## config.mk

```make
export PLATFORM = sky130hd
export DESIGN_NAME = rotary_encoder_detent_and_press_events_flat
export DESIGN_NICKNAME = d
export VERILOG_FILES = /design/src/design/red_pkg.sv /design/src/design/red_intf.sv /design/src/design/red_div.sv /design/src/design/rotary_encoder_detent_and_press_events.sv /design/src/flat_wrapper.sv
export SDC_FILE = /design/constraint.sdc
export NUM_CORES = 1
export LEC_CHECK = 0
export BUFFER_PORTS_ARGS = -buffer_cell sky130_fd_sc_hd__buf_2
export CAP_MARGIN = 20
export CORE_ASPECT_RATIO = 1.1
export CORE_MARGIN = 1
export CORE_UTILIZATION = 55
export DETAILED_ROUTE_END_ITERATION = 10
export PLACE_DENSITY = 0.73
export REMOVE_ABC_BUFFERS = 1
export SETUP_SLACK_MARGIN = 0.5
export SLEW_MARGIN = 20
export SYNTH_ARGS = -nofsm -noshare
export SYNTH_HDL_FRONTEND = slang
export SYNTH_SLANG_ARGS = --single-unit
```

## constraint.sdc

```tcl
create_clock -name clk -period 13.5 [get_ports clk]
set_clock_uncertainty 0.1 [all_clocks]
set_input_delay 4.05 -clock clk [delete_from_list [all_inputs] [get_ports clk]]
set_output_delay 4.05 -clock clk [all_outputs]
set_load 0.02 [all_outputs]
```

## src/design/red_pkg.sv

```systemverilog
`timescale 1ns / 1ps

package red_pkg;

	localparam int PENDING_WIDTH_DEF = 16;

	localparam int DIV_W = 17;
	localparam int DIV_CNT_W = $clog2(DIV_W);

	localparam int DELTA_W = 18;
	localparam int REM_W = 9;

	localparam logic [16:0] MODULUS_RESET = 17'd81;
	localparam logic [7:0] CPD_RESET = 8'd4;
	localparam logic [15:0] DEBOUNCE_RESET = 16'd80;

	localparam int POP_DET_MAX = 127;
	localparam int POP_DET_MIN = -128;
	localparam int POP_PRESS_MAX = 255;

	localparam logic [1:0] REG_MODULUS = 2'd0;
	localparam logic [1:0] REG_CPD = 2'd1;
	localparam logic [1:0] REG_DEBOUNCE = 2'd2;

	typedef enum logic [2:0] {
		CMD_POLL = 3'd0,
		CMD_POP_DETENTS = 3'd1,
		CMD_POP_PRESSES = 3'd2,
		CMD_PUSH_BACK = 3'd3,
		CMD_INIT = 3'd4
	} cmd_code_t;

	typedef enum logic [2:0] {
		ST_IDLE,
		ST_EXEC,
		ST_WRAP,
		ST_SUM,
		ST_START,
		ST_DIV,
		ST_APPLY,
		ST_DONE
	} red_state_t;

	typedef struct packed {
		logic start;
	} div_ctl_t;

	typedef struct packed {
		logic busy;
		logic done;
	} div_sts_t;

endpackage

```

## src/design/red_intf.sv

```systemverilog
`timescale 1ns / 1ps

interface red_cmd_if;
	logic valid;
	logic ready;
	logic [2:0] command;
	logic [15:0] encoder_count;
	logic [31:0] switch_edge_count;
	logic [31:0] now_ticks;
	logic [7:0] pushback_amount;

	modport source (output valid, command, encoder_count, switch_edge_count, now_ticks,
		pushback_amount, input ready);
	modport sink (input valid, command, encoder_count, switch_edge_count, now_ticks,
		pushback_amount, output ready);
endinterface

interface red_res_if;
	logic valid;
	logic ready;
	logic signed [7:0] detent_delta;
	logic [7:0] press_count;

	modport source (output valid, detent_delta, press_count, input ready);
	modport sink (input valid, detent_delta, press_count, output ready);
endinterface

interface red_cfg_if;
	logic valid;
	logic ready;
	logic [1:0] index;
	logic [16:0] data;

	modport source (output valid, index, data, input ready);
	modport sink (input valid, index, data, output ready);
endinterface

```

## src/design/red_div.sv

```systemverilog
`timescale 1ns / 1ps

// Restoring divider, one quotient bit per cycle.
module red_div import red_pkg::*; (
	input logic clk,
	input logic arst_n,
	input div_ctl_t ctl,
	input logic [DIV_W-1:0] dividend,
	input logic [7:0] divisor,
	output div_sts_t sts,
	output logic [DIV_W-1:0] quotient,
	output logic [7:0] remainder
);

	logic busy_q;
	logic done_q;
	logic [DIV_CNT_W-1:0] cnt_q;
	logic [DIV_W-1:0] quo_q;
	logic [7:0] rem_q;

	logic [8:0] trial;
	logic [8:0] diff;
	logic fits;

	always_comb begin
		trial = {rem_q, quo_q[DIV_W-1]};
		diff = trial - {1'b0, divisor};
		fits = trial >= {1'b0, divisor};
	end

	always_ff @(posedge clk or negedge arst_n) begin
		if (!arst_n) begin
			busy_q <= 1'b0;
			done_q <= 1'b0;
			cnt_q <= '0;
		end else begin
			done_q <= 1'b0;
			if (ctl.start) begin
				busy_q <= 1'b1;
				cnt_q <= DIV_CNT_W'(DIV_W - 1);
			end else if (busy_q) begin
				if (cnt_q == '0) begin
					busy_q <= 1'b0;
					done_q <= 1'b1;
				end else begin
					cnt_q <= cnt_q - 1'b1;
				end
			end
		end
	end

	always_ff @(posedge clk) begin
		if (ctl.start) begin
			quo_q <= dividend;
			rem_q <= '0;
		end else if (busy_q) begin
			quo_q <= {quo_q[DIV_W-2:0], fits};
			rem_q <= fits ? diff[7:0] : trial[7:0];
		end
	end

	assign sts.busy = busy_q;
	assign sts.done = done_q;
	assign quotient = quo_q;
	assign remainder = rem_q;

	a_rem_below_divisor: assert property (@(posedge clk) disable iff (!arst_n)
		done_q |-> rem_q < divisor)
		else $error("divider remainder not below divisor");

	a_done_after_busy: assert property (@(posedge clk) disable iff (!arst_n)
		done_q |-> $past(busy_q))
		else $error("divider done without a preceding busy cycle");

	a_start_sets_busy: assert property (@(posedge clk) disable iff (!arst_n)
		ctl.start |=> busy_q)
		else $error("divider did not go busy after a start");

endmodule

```

## src/design/rotary_encoder_detent_and_press_events.sv

```systemverilog
`timescale 1ns / 1ps

// Channel   Direction  Payload
// cmd       in         command, encoder_count, switch_edge_count, now_ticks, pushback_amount
// res       out        detent_delta, press_count
// cfg       in         index, data (write only, always ready)
//
// A poll runs the wrap, sum, the 17 steps of the serial divider by counts per
// detent and the apply step; all other commands, and a poll before the block is
// initialised, go straight to the result. One request is in work at a time;
// cmd.ready is high only when idle, entered as the result is posted once the output is free.
// A finished result waits in the output register while the next request is taken.
// Reset clears all pending counts and the configuration to its defaults.
module rotary_encoder_detent_and_press_events import red_pkg::*; #(
	parameter int PENDING_WIDTH = PENDING_WIDTH_DEF
) (
	input logic clk,
	input logic arst_n,
	red_cmd_if.sink cmd,
	red_res_if.source res,
	red_cfg_if.sink cfg
);

	localparam int PW = PENDING_WIDTH;
	localparam int AW = ((PW > DELTA_W) ? PW : DELTA_W) + 1;
	localparam logic signed [PW-1:0] DET_SAT_MAX = {1'b0, {(PW-1){1'b1}}};
	localparam logic signed [PW-1:0] DET_SAT_MIN = {1'b1, {(PW-1){1'b0}}};
	localparam logic [PW-1:0] PRESS_SAT_MAX = {PW{1'b1}};
	localparam logic signed [PW-1:0] DET_POP_HI = PW'(POP_DET_MAX);
	localparam logic signed [PW-1:0] DET_POP_LO = PW'(POP_DET_MIN);
	localparam logic [PW-1:0] PRESS_POP_MAX = PW'(POP_PRESS_MAX);

	red_state_t state_q, state_d;

	logic [16:0] cfg_mod_q;
	logic [7:0] cfg_cpd_q;
	logic [15:0] cfg_deb_q;

	logic init_q;
	logic [15:0] last_enc_q;
	logic signed [REM_W-1:0] rem_q;
	logic signed [PW-1:0] det_q;
	logic [31:0] last_sw_q;
	logic [PW-1:0] pr_q;
	logic [31:0] last_tick_q;

	logic [2:0] cmd_q;
	logic [15:0] enc_q;
	logic [31:0] sw_q;
	logic [31:0] now_q;
	logic [7:0] back_q;
	logic signed [DELTA_W-1:0] dlt_q;
	logic signed [DELTA_W-1:0] sum_q;
	logic signed [7:0] res_det_q;
	logic [7:0] res_pr_q;

	logic out_valid_q;
	logic signed [7:0] out_det_q;
	logic [7:0] out_pr_q;

	div_ctl_t div_ctl;
	div_sts_t div_sts;
	logic [DIV_W-1:0] div_dividend;
	logic [DIV_W-1:0] div_quo;
	logic [7:0] div_rem;
	logic [7:0] cpd_eff;

	logic cmd_take;
	logic out_free;

	logic signed [DELTA_W-1:0] raw_delta;
	logic signed [DELTA_W-1:0] mod_s;
	logic signed [DELTA_W-1:0] half_s;
	logic signed [DELTA_W-1:0] wrapped;
	logic [31:0] elapsed;
	logic press_hit;
	logic signed [DELTA_W-1:0] q_signed;
	logic signed [REM_W-1:0] rem_signed;
	logic signed [AW-1:0] det_sum;
	logic signed [AW-1:0] sat_hi_ext;
	logic signed [AW-1:0] sat_lo_ext;
	logic signed [PW-1:0] det_next;
	logic [PW:0] push_sum;

	assign cmd_take = cmd.valid && cmd.ready;
	assign out_free = !out_valid_q || res.ready;
	assign cpd_eff = (cfg_cpd_q == '0) ? 8'd1 : cfg_cpd_q;
	assign div_dividend = sum_q[DELTA_W-1] ? DIV_W'(-sum_q) : sum_q[DIV_W-1:0];

	red_div u_div (
		.clk(clk),
		.arst_n(arst_n),
		.ctl(div_ctl),
		.dividend(div_dividend),
		.divisor(cpd_eff),
		.sts(div_sts),
		.quotient(div_quo),
		.remainder(div_rem)
	);

	always_ff @(posedge clk or negedge arst_n) begin
		if (!arst_n) begin
			state_q <= ST_IDLE;
		end else begin
			state_q <= state_d;
		end
	end

	always_comb begin
		state_d = state_q;
		cmd.ready = 1'b0;
		div_ctl.start = 1'b0;
		case (state_q)
			ST_IDLE: begin
				cmd.ready = 1'b1;
				if (cmd.valid) begin
					state_d = ST_EXEC;
				end
			end
			ST_EXEC: begin
				state_d = (cmd_q == CMD_POLL && init_q) ? ST_WRAP : ST_DONE;
			end
			ST_WRAP: begin
				state_d = ST_SUM;
			end
			ST_SUM: begin
				state_d = ST_START;
			end
			ST_START: begin
				div_ctl.start = 1'b1;
				state_d = ST_DIV;
			end
			ST_DIV: begin
				if (div_sts.done) begin
					state_d = ST_APPLY;
				end
			end
			ST_APPLY: begin
				state_d = ST_DONE;
			end
			ST_DONE: begin
				if (out_free) begin
					state_d = ST_IDLE;
				end
			end
			default: begin
				state_d = ST_IDLE;
			end
		endcase
	end

	always_comb begin
		raw_delta = $signed({2'b00, enc_q}) - $signed({2'b00, last_enc_q});
		mod_s = $signed({1'b0, cfg_mod_q});
		half_s = $signed({2'b00, cfg_mod_q[16:1]});
		if (dlt_q > half_s) begin
			wrapped = dlt_q - mod_s;
		end else if (dlt_q < -half_s) begin
			wrapped = dlt_q + mod_s;
		end else begin
			wrapped = dlt_q;
		end
		elapsed = now_q - last_tick_q;
		press_hit = (sw_q != last_sw_q) && (elapsed >= {16'b0, cfg_deb_q});

		q_signed = sum_q[DELTA_W-1] ? -$signed({1'b0, div_quo}) : $signed({1'b0, div_quo});
		rem_signed = sum_q[DELTA_W-1] ? -$signed({1'b0, div_rem}) : $signed({1'b0, div_rem});
		det_sum = AW'(det_q) + AW'(q_signed);
		sat_hi_ext = AW'(DET_SAT_MAX);
		sat_lo_ext = AW'(DET_SAT_MIN);
		if (det_sum > sat_hi_ext) begin
			det_next = DET_SAT_MAX;
		end else if (det_sum < sat_lo_ext) begin
			det_next = DET_SAT_MIN;
		end else begin
			det_next = det_sum[PW-1:0];
		end
		push_sum = {1'b0, pr_q} + (PW+1)'(back_q);
	end

	always_ff @(posedge clk or negedge arst_n) begin
		if (!arst_n) begin
			cfg_mod_q <= MODULUS_RESET;
			cfg_cpd_q <= CPD_RESET;
			cfg_deb_q <= DEBOUNCE_RESET;
			init_q <= 1'b0;
			last_enc_q <= '0;
			rem_q <= '0;
			det_q <= '0;
			last_sw_q <= '0;
			pr_q <= '0;
			last_tick_q <= '0;
			out_valid_q <= 1'b0;
		end else begin
			if (cfg.valid) begin
				case (cfg.index)
					REG_MODULUS: cfg_mod_q <= cfg.data;
					REG_CPD: cfg_cpd_q <= cfg.data[7:0];
					REG_DEBOUNCE: cfg_deb_q <= cfg.data[15:0];
					default: begin
					end
				endcase
			end

			if (state_q == ST_DONE && out_free) begin
				out_valid_q <= 1'b1;
			end else if (res.ready) begin
				out_valid_q <= 1'b0;
			end

			case (state_q)
				ST_EXEC: begin
					case (cmd_q)
						CMD_POLL, CMD_INIT: begin
							if (cmd_q == CMD_INIT || !init_q) begin
								init_q <= 1'b1;
								last_enc_q <= enc_q;
								last_sw_q <= sw_q;
								last_tick_q <= now_q;
								rem_q <= '0;
								det_q <= '0;
								pr_q <= '0;
							end else begin
								last_enc_q <= enc_q;
							end
						end
						CMD_POP_DETENTS: begin
							if (det_q > DET_POP_HI) begin
								det_q <= det_q - DET_POP_HI;
							end else if (det_q < DET_POP_LO) begin
								det_q <= det_q - DET_POP_LO;
							end else begin
								det_q <= '0;
							end
						end
						CMD_POP_PRESSES: begin
							if (pr_q > PRESS_POP_MAX) begin
								pr_q <= pr_q - PRESS_POP_MAX;
							end else begin
								pr_q <= '0;
							end
						end
						CMD_PUSH_BACK: begin
							pr_q <= push_sum[PW] ? PRESS_SAT_MAX : push_sum[PW-1:0];
						end
						default: begin
						end
					endcase
				end
				ST_WRAP: begin
					if (press_hit) begin
						last_tick_q <= now_q;
						if (pr_q != PRESS_SAT_MAX) begin
							pr_q <= pr_q + 1'b1;
						end
					end
					last_sw_q <= sw_q;
				end
				ST_APPLY: begin
					det_q <= det_next;
					rem_q <= rem_signed;
				end
				default: begin
				end
			endcase
		end
	end

	always_ff @(posedge clk) begin
		if (cmd_take) begin
			cmd_q <= cmd.command;
			enc_q <= cmd.encoder_count;
			sw_q <= cmd.switch_edge_count;
			now_q <= cmd.now_ticks;
			back_q <= cmd.pushback_amount;
		end
		case (state_q)
			ST_EXEC: begin
				dlt_q <= raw_delta;
				if (cmd_q == CMD_POP_DETENTS) begin
					if (det_q > DET_POP_HI) begin
						res_det_q <= 8'(POP_DET_MAX);
					end else if (det_q < DET_POP_LO) begin
						res_det_q <= 8'(POP_DET_MIN);
					end else begin
						res_det_q <= det_q[7:0];
					end
				end else begin
					res_det_q <= '0;
				end
				if (cmd_q == CMD_POP_PRESSES) begin
					res_pr_q <= (pr_q > PRESS_POP_MAX) ? 8'(POP_PRESS_MAX) : pr_q[7:0];
				end else begin
					res_pr_q <= '0;
				end
			end
			ST_WRAP: begin
				dlt_q <= wrapped;
			end
			ST_SUM: begin
				sum_q <= dlt_q + DELTA_W'(rem_q);
			end
			ST_DONE: begin
				if (out_free) begin
					out_det_q <= res_det_q;
					out_pr_q <= res_pr_q;
				end
			end
			default: begin
			end
		endcase
	end

	assign res.valid = out_valid_q;
	assign res.detent_delta = out_det_q;
	assign res.press_count = out_pr_q;
	assign cfg.ready = 1'b1;

	a_busy_after_take: assert property (@(posedge clk) disable iff (!arst_n)
		cmd.valid && cmd.ready |=> !cmd.ready)
		else $error("command taken while a request is still in work");

	a_div_done_in_div: assert property (@(posedge clk) disable iff (!arst_n)
		div_sts.done |-> state_q == ST_DIV)
		else $error("divider finished outside the divide step");

	a_done_waits: assert property (@(posedge clk) disable iff (!arst_n)
		state_q == ST_DONE && res.valid && !res.ready |=> state_q == ST_DONE)
		else $error("result left the sequencer while the output was still full");

	a_start_idle_div: assert property (@(posedge clk) disable iff (!arst_n)
		div_ctl.start |-> !div_sts.busy)
		else $error("divider started while busy");

endmodule
```

## src/flat_wrapper.sv

```systemverilog
// flat-port wrapper written by rule: the top's interface ports become plain ports
module rotary_encoder_detent_and_press_events_flat import red_pkg::*;
#(
	parameter int PENDING_WIDTH = PENDING_WIDTH_DEF
)
  (clk, arst_n, cmd_valid, cmd_command, cmd_encoder_count, cmd_switch_edge_count, cmd_now_ticks, cmd_pushback_amount, cmd_ready, res_valid, res_detent_delta, res_press_count, res_ready, cfg_valid, cfg_index, cfg_data, cfg_ready);
  red_cmd_if cmd_i ();
  red_res_if res_i ();
  red_cfg_if cfg_i ();
  input logic clk;
  input logic arst_n;
  input wire logic [$bits(cmd_i.valid)-1:0] cmd_valid;
  input wire logic [$bits(cmd_i.command)-1:0] cmd_command;
  input wire logic [$bits(cmd_i.encoder_count)-1:0] cmd_encoder_count;
  input wire logic [$bits(cmd_i.switch_edge_count)-1:0] cmd_switch_edge_count;
  input wire logic [$bits(cmd_i.now_ticks)-1:0] cmd_now_ticks;
  input wire logic [$bits(cmd_i.pushback_amount)-1:0] cmd_pushback_amount;
  output wire logic [$bits(cmd_i.ready)-1:0] cmd_ready;
  output wire logic [$bits(res_i.valid)-1:0] res_valid;
  output wire logic [$bits(res_i.detent_delta)-1:0] res_detent_delta;
  output wire logic [$bits(res_i.press_count)-1:0] res_press_count;
  input wire logic [$bits(res_i.ready)-1:0] res_ready;
  input wire logic [$bits(cfg_i.valid)-1:0] cfg_valid;
  input wire logic [$bits(cfg_i.index)-1:0] cfg_index;
  input wire logic [$bits(cfg_i.data)-1:0] cfg_data;
  output wire logic [$bits(cfg_i.ready)-1:0] cfg_ready;
  assign cmd_i.valid = cmd_valid;
  assign cmd_i.command = cmd_command;
  assign cmd_i.encoder_count = cmd_encoder_count;
  assign cmd_i.switch_edge_count = cmd_switch_edge_count;
  assign cmd_i.now_ticks = cmd_now_ticks;
  assign cmd_i.pushback_amount = cmd_pushback_amount;
  assign cmd_ready = cmd_i.ready;
  assign res_valid = res_i.valid;
  assign res_detent_delta = res_i.detent_delta;
  assign res_press_count = res_i.press_count;
  assign res_i.ready = res_ready;
  assign cfg_i.valid = cfg_valid;
  assign cfg_i.index = cfg_index;
  assign cfg_i.data = cfg_data;
  assign cfg_ready = cfg_i.ready;
  rotary_encoder_detent_and_press_events #(.PENDING_WIDTH(PENDING_WIDTH)) u_core (.clk(clk), .arst_n(arst_n), .cmd(cmd_i), .res(res_i), .cfg(cfg_i));
endmodule
```

; Word level (Yosys, flattened, before mapping)
; Cells that the tools add are included.
[word_totals]
reg_bits = 358
latchBits = 0
ramBits = 0
rom_bits = 0
output_inout_bits = 19
elab_cells = 170
n_memories = 0
[classes]
addsub = 17
n_mul = 0
n_div = 0
n_lt_le_gt_ge = 9
eq_ne = 27
n_shift = 0
mux = 54
n_bitwise = 1
reduce_logical = 33
[ops]
columns = cell, n
row1 = two-way mux 32 bit, 5
row2 = two-way mux 16 bit, 9
row3 = case mux 32 bit (2 select lines), 2
row4 = case mux 16 bit (2 select lines), 3
row5 = two-way mux 18 bit, 3
row6 = two-way mux 17 bit, 3
row7 = case mux 16 bit (3 select lines), 1
row8 = "subtractor 16 x 8 -> 16 bit, second input constant", 3
row9 = case mux 18 bit (2 select lines), 1
row10 = greater-or-equal comparator 32 x 16 -> 1 bit, 1
row11 = "greater-than comparator 16 x 8 -> 1 bit, second input constant", 2
row12 = two-way mux 8 bit, 4
row13 = != test 32 bit, 1
row14 = subtractor 32 bit, 1
row15 = two-way mux 9 bit, 3
row16 = case mux 3 bit (8 select lines), 1
row17 = adder 16 x 18 -> 19 bit, 1
row18 = "greater-than comparator 19 x 16 -> 1 bit, second input constant", 1
row19 = "less-than comparator 19 x 16 -> 1 bit, second input constant", 1
row20 = adder 18 bit, 1
row21 = adder 18 x 9 -> 18 bit, 1
row22 = greater-than comparator 18 x 17 -> 1 bit, 1
row23 = less-than comparator 18 bit, 1
row24 = negator 16 -> 18 bit, 1
row25 = other kinds (41), 90

; Longest topological paths before layout
[depth]
depth_word = 7
depth_mapped = 28

; Hierarchy
; From an unflattened synthesis, not the netlist that was laid out.
[hier_totals]
cells_unflattened = 2650
hier_area_um2 = 24548.5
[modules_own_cells]
columns = mod, n_inst, cells_each, area_per_inst_um2, seq_area_each_um2
row1 = rotary_encoder_detent_and_press_events, 1, 2473, 22634.2, 8961.1
row2 = red_div, 1, 177, 1914.3, 845.8

; Worst setup path before layout
; OpenSTA, ideal clock, no wires.
[synth_timing]
path_kind = input to register
start = in cmd_valid
end = reg u_core.back_q[0], enable pin
setup_ns = 0.459
arrival_time_ns = 6.158
setup_slack_ns = 6.782
stages = 1
path_buffers = 0
cell_sequence = and2_1
[synth_between]
elab_chain_len = 1
[synth_lines]
columns = element, line
row1 = "start, declared", flat_wrapper.sv:12  ; input wire logic [$bits(cmd_i.valid)-1:0] cmd_valid;
row2 = logical AND 1 bit, rotary_encoder_detent_and_press_events.sv:85  ; assign cmd_take = cmd.valid && cmd.ready;
row3 = "end signal, assigned", rotary_encoder_detent_and_press_events.sv:275  ; back_q <= cmd.pushback_amount;
row4 = "end, declared", rotary_encoder_detent_and_press_events.sv:51  ; logic [7:0] back_q;
; No other way between the ends.
; A chain may end at the register's enable or synchronous reset.

; Worst setup path after layout
[layout_timing]
start = reg u_core.state_q[0]
end = out cmd_ready
[layout_between]
elab_chain_len = 2
[layout_lines]
columns = element, line
row1 = "start, declared", rotary_encoder_detent_and_press_events.sv:33  ; red_state_t state_q, state_d;
row2 = "start signal, assigned", rotary_encoder_detent_and_press_events.sv:105  ; state_q <= state_d;
row3 = zero test 3 bit, rotary_encoder_detent_and_press_events.sv:113  ; case (state_q)
row4 = two-way mux 1 bit, rotary_encoder_detent_and_press_events.sv:113
row5 = "end, declared", flat_wrapper.sv:18  ; output wire logic [$bits(cmd_i.ready)-1:0] cmd_ready;
; No other way between the ends.

==> run summary <==
The worst hold path passes through 0 cells. TritonCTS built the clock tree. The number of buffers inserted by hold repair at cts is 0. The top layer reached by signal wires is met5.

The fraction of final layout cells sized beyond drive strength 1 came out at 12.3%. The largest fanout of any net on the critical path came out at 4. The post-route minimum period is 6010 ps. Across the run, the number of max-cap violations was 0. The final count of hold timing violations came out at 0. The average detailed-routed wire length per instance is 17.7 microns. The total routed wire length on the met1 layer is 23.2 mm. The total grt overflow is 0. The pre-antenna-repair detailed-routing pass consisted of 5 iterations.

The most common cell in the synthesized netlist is sky130_fd_sc_hd__nand2_1. The total via count after detailed routing came out at between 15000 and 20000. The filler-free cell count of the finished design is 3014. The routed wire length came out at 53.3 mm. The via count of the first global-routing pass is 17900. After detailed routing, the number of vias per cell comes to between 5 and 6. The period utilization came out at 44.5%. Counting along the longest clock path gives a buffer depth of 3.

The I/O pin total came out at 134. The number of fill cells in the layout came out at 3373. The count of pins over their slew limit came out at 0.

Based on the critical path, the design can be clocked at up to approximately 170 MHz. Post-CTS timing repair inserted 0 buffers for setup. For this design the ratio of total power to cell area is 270 mW/mm^2.

The die width is just under 200 microns. After the first detailed-routing iteration, the DRC count stood at 1038. The starting density of the core is 56.3%.

The area added between synthesis and finish is 11.1%. Yosys attributes the largest share of cell area to sky130_fd_sc_hd__edfxtp_1, sky130_fd_sc_hd__dfrtp_1, sky130_fd_sc_hd__ha_1. In the detailed route, the total length drawn on met3 is between 2 and 3 mm. The peak supply drop came out at around 0.17 mV. The proportion of register bits with asynchronous set or reset after synthesis came out at approximately half. The worst setup path is launched from a flip-flop. Before CTS, the worst setup slack after placement is between 7000 and 8000 ps. During synthesis, Yosys emitted a total of 0 warnings.

The area enclosed by the die boundary came out at 0.0424 sq mm. The clock-pin transition on the worst setup and hold timing paths came out at approximately 60 ps. The number of endpoints failing setup at the final stage is 0. Setup repair after global routing left no endpoint under its margin. In this run the biggest area consumer among cell types represents a little under a quarter of the synthesized area. The cell depth of the worst flop-to-flop path is 20. The sink count of the clock tree came out at approximately 360. The minimum setup slack in the final design is about 7500 ps.

For hold timing, the worst endpoint is u_core.res.press_count[1]$_DFFE_PP_. STA puts the critical path data arrival time at between 1500 and 2000 ps. The post-synthesis cell area came out at 0.0228 sq mm.

Yosys mapped a number of flops with a built-in enable equal to 176. In this run the critical register-to-register path is launched from u_core.now_q[0]$_DFFE_PP_. The wire length of the first global-routing pass is ~87 mm. The maximum number of pins on one net before global-route repair came out at 75. The run finished with clean final reports. The number of buffers added by the clock tree synthesis step came out at 40.

In the final design database the tool counted between 2000 and 3000 nets. The post-detailed-route DRC marker count is 0. The largest total area in the synthesized netlist belongs to sky130_fd_sc_hd__edfxtp_1. The floorplan row count is 77. The count of unique library cells instantiated by Yosys came out at 86. After synthesis the netlist holds a flip-flop and latch count of 358.

The height of the chip is roughly 220 microns. A synthesized cell averages 9.89 sq um. The slack of the worst reg-to-reg path came out at 7630 ps. STA puts the critical path data required time at 9350 ps. The number of cells after detailed placement is 2938.

The tree is rooted in a sky130_fd_sc_hd__clkbuf_16. The count of nets left with antenna violations once routing finished came out at 0. STA classifies the critical path endpoint as an output port. The HPWL after detailed placement is 40.0 mm. The number of gates resized after CTS was 0. At the pin with the least slew margin, the transition time is 1050 ps. The min-delay analysis places its worst path in the category reg2reg. The H-tree was split into 2 levels. The initial antenna violation count is 5.

The sequential element share of the synthesized area is a little over two fifths. Setup total negative slack on the finished layout was measured at 0 ps. The clock latency on the worst-skew pair is 570 ps. The post-synthesis cell count is 2311. The dominant register cell in the synthesized netlist is sky130_fd_sc_hd__edfxtp_1. The commonest cells after synthesis are sky130_fd_sc_hd__nand2_1, sky130_fd_sc_hd__o21ai_0, sky130_fd_sc_hd__ha_1. The last weighted congestion value of the routability-driven placer came out at 0.923. The met2 wire length is 25.9 mm.

The core footprint is 0.0406 sq mm. The worst pin sits at a relative slew slack of 29.4%. The share of the core filled with cells in the final layout came out at 62.6%. The reg-to-reg endpoint is u_core.last_tick_q[31]$_DFFE_PN0P_. Global routing used about a quarter of the available tracks. The static leakage power came out at about 11 nW.

Buffers placed on the I/O ports in this run total 132. The start point of the worst hold path is u_core.res_pr_q[1]$_SDFFCE_PN0P_. The critical path is of the reg2out type.
## how the worst max path moves through the flow
stage	slack, ps	to	from
2_1_floorplan	6780	u_core.back_q[0]$_DFFE_PP_	cmd_valid
3_3_place_gp	7780	u_core.enc_q[14]$_DFFE_PP_	cmd_valid
3_5_place_dp	7710	u_core.last_tick_q[31]$_DFFE_PN0P_	u_core.now_q[0]$_DFFE_PP_
4_1_cts	7480	cmd_ready	u_core.state_q[0]$_DFFE_PN0P_
5_1_grt	7280	u_core.last_tick_q[31]$_DFFE_PN0P_	u_core.now_q[0]$_DFFE_PP_
6_report	7490	cmd_ready	u_core.state_q[0]$_DFFE_PN0P_
## state kept, by name, indices dropped and copies added, names as in the netlist, 5 cells and up
| signal | cells |
|---|---|
| u_core.det_q | 16 |
| u_core.sum_q | 18 |
| u_core.sw_q | 32 |
| u_core.rem_q | 9 |
| u_core.dlt_q | 18 |
| u_core.res.press_count | 8 |
| u_core.res.detent_delta | 8 |
| u_core.u_div.remainder | 8 |
| u_core.res_pr_q | 8 |
| u_core.u_div.quotient | 17 |
| u_core.cfg_cpd_q | 8 |
| u_core.cfg_deb_q | 16 |
| u_core.now_q | 32 |
| u_core.u_div.cnt_q | 5 |
| u_core.back_q | 8 |
| u_core.cfg_mod_q | 17 |
| u_core.res_det_q | 8 |
| u_core.pr_q | 16 |
| u_core.enc_q | 16 |
| u_core.last_tick_q | 32 |
| u_core.last_enc_q | 16 |
| u_core.last_sw_q | 32 |
## stage by stage
stage / instance area [sq um] / power, W / hold slack (ps)
after floorplan: 22500 / 0.00479 / 300
after global placement: 24000 / 0.00561 / 304
after detailed placement: 24100 / 0.00573 / 307
after CTS: 25400 / 0.00688 / 320
after global routing: 25400 / 0.00743 / 326
final: 25400 / 0.00686 / 318
## worst max-delay path, cell delays in order (launching register included)
cell and delay, ps:
sky130_fd_sc_hd__dfrtp_1 410, sky130_fd_sc_hd__inv_1 110, sky130_fd_sc_hd__ha_1 230, sky130_fd_sc_hd__nor2b_1 330
sky130_fd_sc_hd__buf_2 230
## per-layer routing
metal / up-vias / global-route usage (%)
met1: 8507 / 32.3
met2: 454 / 43.9
met4: 6 / 8.75
met3: 113 / 4.33
met5: - / 0
li1: 8613 / -
## placed cells by master (no fill, tap or decap), types with 10 or more instances in the layout
cell type and count:
sky130_fd_sc_hd__dfrtp_1 168, sky130_fd_sc_hd__mux2i_1 14, sky130_fd_sc_hd__nand4_1 23, sky130_fd_sc_hd__nor2b_1 27, sky130_fd_sc_hd__inv_1 160, sky130_fd_sc_hd__xor2_1 51, sky130_fd_sc_hd__nand3_1 56, sky130_fd_sc_hd__mux2_2 60
sky130_fd_sc_hd__nor3b_1 14, sky130_fd_sc_hd__buf_4 17, sky130_fd_sc_hd__and3_1 24, sky130_fd_sc_hd__a31oi_1 12, sky130_fd_sc_hd__nor4_1 10, sky130_fd_sc_hd__a221o_1 13, sky130_fd_sc_hd__and2_1 15, sky130_fd_sc_hd__a21o_1 51
sky130_fd_sc_hd__nor3_1 36, sky130_fd_sc_hd__edfxtp_1 176, sky130_fd_sc_hd__nor2_1 150, sky130_fd_sc_hd__o21ai_0 187, sky130_fd_sc_hd__nand2_1 215, sky130_fd_sc_hd__nand2b_1 27, sky130_fd_sc_hd__o31ai_1 25, sky130_fd_sc_hd__mux2_1 30
sky130_fd_sc_hd__a211oi_1 16, sky130_fd_sc_hd__clkbuf_16 40, sky130_fd_sc_hd__o21a_1 18, sky130_fd_sc_hd__o21bai_1 11, sky130_fd_sc_hd__o211ai_1 17, sky130_fd_sc_hd__buf_2 131, sky130_fd_sc_hd__xnor2_1 130, sky130_fd_sc_hd__a21oi_1 114
sky130_fd_sc_hd__ha_1 182, sky130_fd_sc_hd__or3_1 22
## power by group
group          total, W  leakage (nW)  switching [W]  internal [W]
logic           0.00378          6.36        0.00214       0.00164
registers       0.00198          3.81       0.000363       0.00162
clock network   0.00110         0.643       0.000456      0.000644
## logic make-up after synthesis
logic type                 Yosys count  synth area share, %
adders and majority gates          189                 10.6
DFF                                358                 42.9
and+or+nand+nor                    667                 14.2
AOI/OAI and AO/OA                  576                 16.3
xor gates and xnor gates           181                 6.94
muxes                              104                 5.05
buffers and inverters              235                 3.98
other                                1               0.0164
## layout make-up
class                   instances  area, sq um  area share, %
multi-input cells            1718        12200           47.9
diodes                          2         5.00         0.0197
clock inverters                25          262           1.03
flip-flops and latches        358         9810           38.6
clock buffers                  49         1060           4.19
inverters                     160          601           2.37
repair buffers                149          795           3.13
well taps                     553          692           2.73
Power figures use the tool's default switching activity.
